File: src/sv/sha256_pkg.sv
// sha256_pkg: round constants, initial hash values, padding constants and round helpers
// no dependencies
`timescale 1ns / 1ps
package sha256_pkg;

  typedef logic [31:0] word_t;

  localparam logic [31:0] ROUND_K [64] = '{
    32'h428a2f98, 32'h71374491, 32'hb5c0fbcf, 32'he9b5dba5,
    32'h3956c25b, 32'h59f111f1, 32'h923f82a4, 32'hab1c5ed5,
    32'hd807aa98, 32'h12835b01, 32'h243185be, 32'h550c7dc3,
    32'h72be5d74, 32'h80deb1fe, 32'h9bdc06a7, 32'hc19bf174,
    32'he49b69c1, 32'hefbe4786, 32'h0fc19dc6, 32'h240ca1cc,
    32'h2de92c6f, 32'h4a7484aa, 32'h5cb0a9dc, 32'h76f988da,
    32'h983e5152, 32'ha831c66d, 32'hb00327c8, 32'hbf597fc7,
    32'hc6e00bf3, 32'hd5a79147, 32'h06ca6351, 32'h14292967,
    32'h27b70a85, 32'h2e1b2138, 32'h4d2c6dfc, 32'h53380d13,
    32'h650a7354, 32'h766a0abb, 32'h81c2c92e, 32'h92722c85,
    32'ha2bfe8a1, 32'ha81a664b, 32'hc24b8b70, 32'hc76c51a3,
    32'hd192e819, 32'hd6990624, 32'hf40e3585, 32'h106aa070,
    32'h19a4c116, 32'h1e376c08, 32'h2748774c, 32'h34b0bcb5,
    32'h391c0cb3, 32'h4ed8aa4a, 32'h5b9cca4f, 32'h682e6ff3,
    32'h748f82ee, 32'h78a5636f, 32'h84c87814, 32'h8cc70208,
    32'h90befffa, 32'ha4506ceb, 32'hbef9a3f7, 32'hc67178f2
  };

  localparam logic [31:0] INIT_HASH [8] = '{
    32'h6a09e667, 32'hbb67ae85, 32'h3c6ef372, 32'ha54ff53a,
    32'h510e527f, 32'h9b05688c, 32'h1f83d9ab, 32'h5be0cd19
  };

  localparam logic [7:0] PAD_BYTE = 8'h80;
  localparam logic [5:0] LEN_START = 6'd56;

  // control from sequencer to round unit
  typedef struct packed {
    logic       load;   // load working vars from chaining value
    logic       step;   // run one round
    logic [5:0] rnd;    // round number
  } round_ctl_t;

  function automatic word_t ror(input word_t x, input int n);
    ror = (x >> n) | (x << (32 - n));
  endfunction

endpackage

File: src/sv/sha256_round.sv
// sha256_round: one compression round per cycle while step is set, plus message schedule window
// depends on sha256_pkg
`timescale 1ns / 1ps
module sha256_round (
  input  logic                    clk,
  input  sha256_pkg::round_ctl_t  ctl,
  input  sha256_pkg::word_t       chain [8],
  input  logic [511:0]            block,
  output sha256_pkg::word_t       vars [8]
);
  import sha256_pkg::*;

  word_t w [16];
  word_t a_r [8];
  word_t wcur, wnew, s0, s1, t1, t2;

  assign wcur = (ctl.rnd < 6'd16) ? block[511 - 32*ctl.rnd[3:0] -: 32] : w[15];
  always_comb begin
    s0 = ror(w[1], 7) ^ ror(w[1], 18) ^ (w[1] >> 3);
    s1 = ror(w[14], 17) ^ ror(w[14], 19) ^ (w[14] >> 10);
    wnew = w[0] + s0 + w[9] + s1;
  end

  // window: w[15] newest; when rnd>=16 it holds w[rnd-1], the word used by the previous round
  word_t wuse;
  assign wuse = (ctl.rnd < 6'd16) ? wcur : wnew;

  always_comb begin
    t1 = a_r[7] + (ror(a_r[4], 6) ^ ror(a_r[4], 11) ^ ror(a_r[4], 25))
       + ((a_r[4] & a_r[5]) ^ (~a_r[4] & a_r[6])) + ROUND_K[ctl.rnd] + wuse;
    t2 = (ror(a_r[0], 2) ^ ror(a_r[0], 13) ^ ror(a_r[0], 22))
       + ((a_r[0] & a_r[1]) ^ (a_r[0] & a_r[2]) ^ (a_r[1] & a_r[2]));
  end

  always_ff @(posedge clk) begin
    if (ctl.load) begin
      for (int i = 0; i < 8; i++) a_r[i] <= chain[i];
    end else if (ctl.step) begin
      a_r[7] <= a_r[6]; a_r[6] <= a_r[5]; a_r[5] <= a_r[4];
      a_r[4] <= a_r[3] + t1;
      a_r[3] <= a_r[2]; a_r[2] <= a_r[1]; a_r[1] <= a_r[0];
      a_r[0] <= t1 + t2;
      for (int i = 0; i < 15; i++) w[i] <= w[i+1];
      w[15] <= wuse;
    end
  end

  assign vars = a_r;
endmodule

File: src/sv/sha256_message_hash.sv
// sha256_message_hash: byte-serial sha-256 with padding and digest output
// depends on sha256_pkg, sha256_round
// last beat: one or two compressions, then four output beats
// throughput: one round per cycle through the shared round unit; not ready
// while a block compresses or the digest drains
// reset (rst, synchronous): initial hash values, fill and bit count cleared
`timescale 1ns / 1ps
module sha256_message_hash (
  input  logic        clk,
  input  logic        rst,
  input  logic        s_tvalid,
  output logic        s_tready,
  input  logic [7:0]  s_tdata,   // data_byte[7:0]
  input  logic        s_tuser,   // byte_present
  input  logic        s_tlast,   // end_of_message
  output logic        m_tvalid,
  input  logic        m_tready,
  output logic [63:0] m_tdata,   // digest_part[63:0]
  output logic [1:0]  m_tuser,   // part_index[1:0]
  output logic        m_tlast    // final_part
);
  import sha256_pkg::*;

  localparam logic [2:0] ST_IDLE = 3'd0, ST_LOAD = 3'd1, ST_RUN = 3'd2,
                         ST_ADD = 3'd3, ST_OUT = 3'd4;

  logic [2:0]  state;
  logic [511:0] block;      // byte 0 in the top bits
  logic [5:0]  fill;
  logic [63:0] bitcnt;
  word_t       chain [8];
  word_t       vars [8];
  logic [5:0]  rnd;
  logic        fin;         // compressing a padding block
  logic        second;      // a further padding block follows
  logic [1:0]  part;
  round_ctl_t  ctl;

  assign s_tready = (state == ST_IDLE);
  assign ctl.load = (state == ST_LOAD);
  assign ctl.step = (state == ST_RUN);
  assign ctl.rnd  = rnd;

  sha256_round u_round (.clk(clk), .ctl(ctl), .chain(chain), .block(block), .vars(vars));

  logic acc;
  assign acc = s_tvalid && s_tready;

  // padded block for the final item, given fill f and the byte just taken
  logic [5:0]  f_eff;
  logic [511:0] blk_in, pad_blk;
  logic [63:0] len_eff;
  always_comb begin
    blk_in = block;
    f_eff = fill;
    len_eff = bitcnt;
    if (s_tuser) begin
      blk_in[511 - 8*fill -: 8] = s_tdata;
      f_eff = fill + 6'd1;
      len_eff = bitcnt + 64'd8;
    end
    pad_blk = blk_in;
    for (int i = 0; i < 64; i++) begin
      if (i == f_eff) pad_blk[511 - 8*i -: 8] = PAD_BYTE;
      else if (i > f_eff) pad_blk[511 - 8*i -: 8] = 8'd0;
    end
    if (f_eff < LEN_START) pad_blk[63:0] = len_eff;
  end

  always_ff @(posedge clk) begin
    if (rst) begin
      state <= ST_IDLE;
      fill <= '0;
      bitcnt <= '0;
      rnd <= '0;
      fin <= 1'b0;
      second <= 1'b0;
      part <= '0;
      for (int i = 0; i < 8; i++) chain[i] <= INIT_HASH[i];
    end else begin
      case (state)
        ST_IDLE: if (acc) begin
          if (s_tlast) begin
            // a block completing exactly at end is caught by the fill == 63 test, as f_eff wraps to 0
            bitcnt <= len_eff;
            second <= (f_eff >= LEN_START) || (s_tuser && fill == 6'd63);
            if (s_tuser && fill == 6'd63) begin
              block <= blk_in;
              fin <= 1'b0;
            end else begin
              block <= pad_blk;
              fin <= 1'b1;
            end
            state <= ST_LOAD;
          end else if (s_tuser) begin
            block <= blk_in;
            fill <= fill + 6'd1;
            bitcnt <= len_eff;
            if (fill == 6'd63) state <= ST_LOAD;
          end
        end
        ST_LOAD: begin
          rnd <= '0;
          state <= ST_RUN;
        end
        ST_RUN: begin
          rnd <= rnd + 6'd1;
          if (rnd == 6'd63) state <= ST_ADD;
        end
        ST_ADD: begin
          for (int i = 0; i < 8; i++) chain[i] <= chain[i] + vars[i];
          fill <= '0;
          if (second) begin
            second <= 1'b0;
            block <= {(fin ? 8'd0 : PAD_BYTE), 440'd0, bitcnt};
            fin <= 1'b1;
            state <= ST_LOAD;
          end else if (fin) begin
            part <= '0;
            state <= ST_OUT;
          end else begin
            state <= ST_IDLE;
          end
        end
        ST_OUT: if (m_tready) begin
          part <= part + 2'd1;
          if (part == 2'd3) begin
            for (int i = 0; i < 8; i++) chain[i] <= INIT_HASH[i];
            bitcnt <= '0;
            fin <= 1'b0;
            state <= ST_IDLE;
          end
        end
        default: state <= ST_IDLE;
      endcase
    end
  end

  assign m_tvalid = (state == ST_OUT);
  assign m_tdata  = {chain[{part, 1'b0}], chain[{part, 1'b1}]};
  assign m_tuser  = part;
  assign m_tlast  = (part == 2'd3);

  // no input taken while busy
  a_busy: assert property (@(posedge clk) disable iff (rst)
    (state != ST_IDLE) |-> !s_tready) else $error("ready while busy");
  // digest beats only after a final compression
  a_out: assert property (@(posedge clk) disable iff (rst)
    $rose(m_tvalid) |-> $past(state) == ST_ADD) else $error("stray digest");
  // a load is followed by the run state with round 0
  a_rnd: assert property (@(posedge clk) disable iff (rst)
    (state == ST_LOAD) |=> (state == ST_RUN && rnd == 6'd0)) else $error("round start");
endmodule
File: config.mk
export PLATFORM = sky130hd
export DESIGN_NAME = sha256_message_hash
export DESIGN_NICKNAME = d
export VERILOG_FILES = /design/src/sv/sha256_pkg.sv /design/src/sv/sha256_round.sv /design/src/sv/sha256_message_hash.sv
export SDC_FILE = /design/constraint.sdc
export NUM_CORES = 2
export LEC_CHECK = 0
export BUFFER_PORTS_ARGS = -buffer_cell sky130_fd_sc_hd__buf_2
export CAP_MARGIN = 0
export CELL_PAD_IN_SITES_DETAIL_PLACEMENT = 2
export CELL_PAD_IN_SITES_GLOBAL_PLACEMENT = 2
export CORE_UTILIZATION = 43
export DETAILED_ROUTE_END_ITERATION = 10
export PLACE_DENSITY = 0.79
export SKIP_LAST_GASP = 1
export SLEW_MARGIN = 25
export SYNTH_ARGS = -nofsm -noshare
export SYNTH_HDL_FRONTEND = slang
export SYNTH_HIERARCHICAL = 1
export SYNTH_SLANG_ARGS = --single-unit
File: constraint.sdc
create_clock -name clk -period 55.1 [get_ports clk]
set_input_delay 11.02 -clock clk [delete_from_list [all_inputs] [get_ports clk]]
set_output_delay 11.02 -clock clk [all_outputs]
set_load 0.03 [all_outputs]
==> flow_metrics.env <==
export IMPL_grtUsageTotal_pct=38.7
export IMPL_synthMuxAreaShare_pct=9.79
export IMPL_synth_largest_area_cell="edfxtp_1"
export IMPL_post_synth_fa_ha_maj_area_fraction_pct=9.10
export IMPL_io_pins=83
export IMPL_clkSlewWorstSetupHoldPaths_ns=0.07
export IMPL_clockBufferDepth=3
export IMPL_antenna_found_initial=34
export IMPL_wl_per_cell_um=36.2
export IMPL_cp_required_ns=55.53
export IMPL_synth_cell_type_count=106
export IMPL_hold_class="reg -> reg"
export IMPL_ff_latch_area_um2=45200
export IMPL_grt_pass1_vias=87822
export IMPL_core_um2=228000
export IMPL_outcome="finished, final reports clean"
export IMPL_synthCells=9493
export IMPL_die_area_um2=232000
export IMPL_vias=84042
export IMPL_start_kind="input pin"
export IMPL_critPathMaxFanout=73
export IMPL_grt_pass1_wl_mm=649
export IMPL_fin_crit_sh_pct=26.3
export IMPL_worstPathArrival_ns=14.92
export IMPL_grt_overflow=0
export IMPL_setup_tns_ns=0
export IMPL_slew_headroom_pct=19.9
export IMPL_start_util_pct=43.4
export IMPL_cts_buffers_inserted=191
export IMPL_timing_final_ws_setup_ns=40.62
export IMPL_slowest_delay_ns=0.95
export IMPL_worstSkewPairLatency_ns=0.92
export IMPL_cts_tree="done"
export IMPL_layout_area_overhead_vs_synth_pct=10.5
export IMPL_maxSlewViolCount=0
export IMPL_cpMostUsedCell="buf_4"
export IMPL_drtAntennaViolNets=0
export IMPL_fmax_mhz=69.0
export IMPL_finalSetupViolCount=0
export IMPL_final_core_util_pct=47.9
export IMPL_crit_chain="buf_2, nor2_1, nor3_2, buf_4, buf_4, buf_4"
export IMPL_place_worst_setup_slack_ns=39.88
export IMPL_seq_area_frac_synth_pct=45.7
export IMPL_num_rows=175
export IMPL_synth_async_reset_ratio_pct=0
export IMPL_port_buffers=82
export IMPL_postCtsHoldBufs=0
export IMPL_cts_setup_buffers=0
export IMPL_die_w_um=482
export IMPL_clock_skew_ns=0.115
export IMPL_synth_edf_count=1280
export IMPL_syn_avg_cell_area_um2=10.4
export IMPL_drt_iter0_markers=9808
export IMPL_wl_mm=458
export IMPL_cp_slowest_cell="buf_4"
export IMPL_synthesis_area_um2=98900
export IMPL_critical_path_endpoint_type="flip-flop"
export IMPL_cts_resized=0
export IMPL_synth_seq_cells=1616
export IMPL_hold_violations=0
export IMPL_die_h_um=482
export IMPL_synth_top_family_by_area="compound AO/OA/AOI/OAI gates"
export IMPL_synth_compound_area_share_pct=15.0
export IMPL_yosys_area_share_simple_pct=11.5
export IMPL_cap_violations=0
export IMPL_drcViolationCount=0
export IMPL_netlist_top_cells_area="edfxtp_1 39%, dfxtp_1 6.8%, mux4_2 5.2%"
export IMPL_worst_pin_slew_ns=1.20
export IMPL_drive_gt1_share_pct=11.5
export IMPL_firstDrtPassIters=6
export IMPL_synth_top_area_share_pct=38.9
export IMPL_nNetsFinal=10072
export IMPL_grt_max_degree=170
export IMPL_yosysMostFrequentCell="edfxtp_1"
export IMPL_fillers=23321
export IMPL_place_gp_congestion=0.999
export IMPL_synth_xor_area_share_pct=5.30
export IMPL_period_needed_ns=14.48
export IMPL_avgViaCountPerCell=6.65
export IMPL_synth_common_cells="1280 x edfxtp_1, 1066 x nor2_1, 896 x a21oi_1, 840 x nand2_1, 568 x o21ai_0"
export IMPL_yosys_warnings=6
export IMPL_critPathKind="in -> reg"
export IMPL_multiInputGateArea_um2=50300
export IMPL_dpl_cell_area_um2=103000
export IMPL_htreeDepth=4
export IMPL_syn_num_nets=10107
export IMPL_place_hpwl_mm=327
export IMPL_clock_root_buffer="clkbuf_16"
export IMPL_rsz0062_at_grt="no"
export IMPL_post_route_cell_area_um2=109000
export IMPL_ys_dominant_reg_cell="edfxtp_1"
export IMPL_cts_sinks=1616
-- cell type report --
cell class | instances | share of cell area (%)
Inverter | 483 | 1.66
Multi-Input combinational cell | 6927 | 46.1
Tap cell | 3009 | 3.45
Antenna cell | 8 | 0.0183
Timing Repair Buffer | 239 | 1.59
Sequential cell | 1616 | 41.4
Clock buffer | 256 | 4.76
Clock inverter | 105 | 1.11
-- registers in the layout, summed over array words and instances (netlist names) --
signal,cells
u_round/vars,256
u_round/w,512
second,1
chain,256
rnd,6
bitcnt,61
m_tuser,2
block,512
fin,1
state,3
fill,6
-- worst max-delay path: cells and delay by family --
family / cells / cell delay (ns)
buffers and inverters: 4 / 3.25
AND/OR/NAND/NOR: 2 / 0.46
-- through the flow --
step / instances / hold WS, ns
finish: 12643 / 0.398
floorplan: 9493 / 0.400
global placement: 12269 / 0.400
CTS: 12632 / 0.394
detailed placement: 12271 / 0.405
global route: 12637 / 0.400
-- cell usage in the layout, fill, tap and decap left out, types with 34 or more instances in the layout --
cell | synthesis | layout
a21o_1 | 201 | 201
a21oi_1 | 896 | 895
or3_1 | 45 | 45
buf_2 | 16 | 81
fa_1 | 196 | 196
nand4_1 | 44 | 44
a211oi_1 | 57 | 57
nor3_1 | 169 | 166
o211ai_1 | 40 | 40
buf_4 | 0 | 143
clkinv_1 | 3 | 34
o21a_1 | 63 | 63
o31ai_1 | 39 | 38
ha_1 | 404 | 404
a22oi_1 | 74 | 74
a31oi_1 | 58 | 57
edfxtp_1 | 1280 | 1280
nor2b_1 | 64 | 62
nand3_1 | 132 | 132
o21ai_0 | 568 | 566
o21ai_1 | 71 | 66
o21bai_1 | 46 | 46
and3_1 | 76 | 76
xor2_1 | 217 | 217
mux4_2 | 227 | 227
nand2_1 | 840 | 837
clkinv_2 | 0 | 41
clkbuf_1 | 390 | 47
clkbuf_16 | 0 | 191
mux2_2 | 241 | 241
dfxtp_1 | 336 | 327
o22ai_1 | 105 | 105
nand2b_1 | 59 | 59
mux2i_1 | 185 | 184
inv_1 | 478 | 477
xnor2_1 | 380 | 380
nor2_1 | 1066 | 1045
-- worst paths after layout --
path	startpoint	end	slack (ns)	depth (start not counted)
worst max-delay path	s_tuser	block[241]$_SDFFCE_PP0P_	40.62	6
worst min-delay path	u_round/w[2][92]$_DFFE_PP_	u_round/w[2][60]$_DFFE_PP_	0.40	0
worst max register to register	rnd[0]$_SDFFE_PP0N_	u_round/vars[255]$_DFFE_PP_	41.79	35
worst min register to register	u_round/w[2][92]$_DFFE_PP_	u_round/w[2][60]$_DFFE_PP_	0.40	0
-- layer usage --
| metal | share of wire (%) | up-vias | track usage, % | wire (µm) |
|---|---|---|---|---|
| met5 | 0.036 | - | 0 | 163 |
| met4 | 5.4 | 26 | 18.5 | 24800 |
| met3 | 9.2 | 1179 | 8.10 | 42000 |
| met2 | 45 | 4372 | 60.5 | 207000 |
| met1 | 40 | 43893 | 51.2 | 184000 |
| li1 | - | 34572 | - | - |
-- cells by family after synthesis --
| group | count (synthesis) |
|---|---|
| xor gates and xnor gates | 598 |
| and+or+nand+nor | 2615 |
| muxes | 653 |
| buffers and inverters | 950 |
| AOI/OAI and AO/OA | 2459 |
| DFF | 1616 |
| adders and majority gates | 602 |
Power is not shown: default switching activity piles up to over one toggle a cycle in this logic, so the estimate is an artifact.
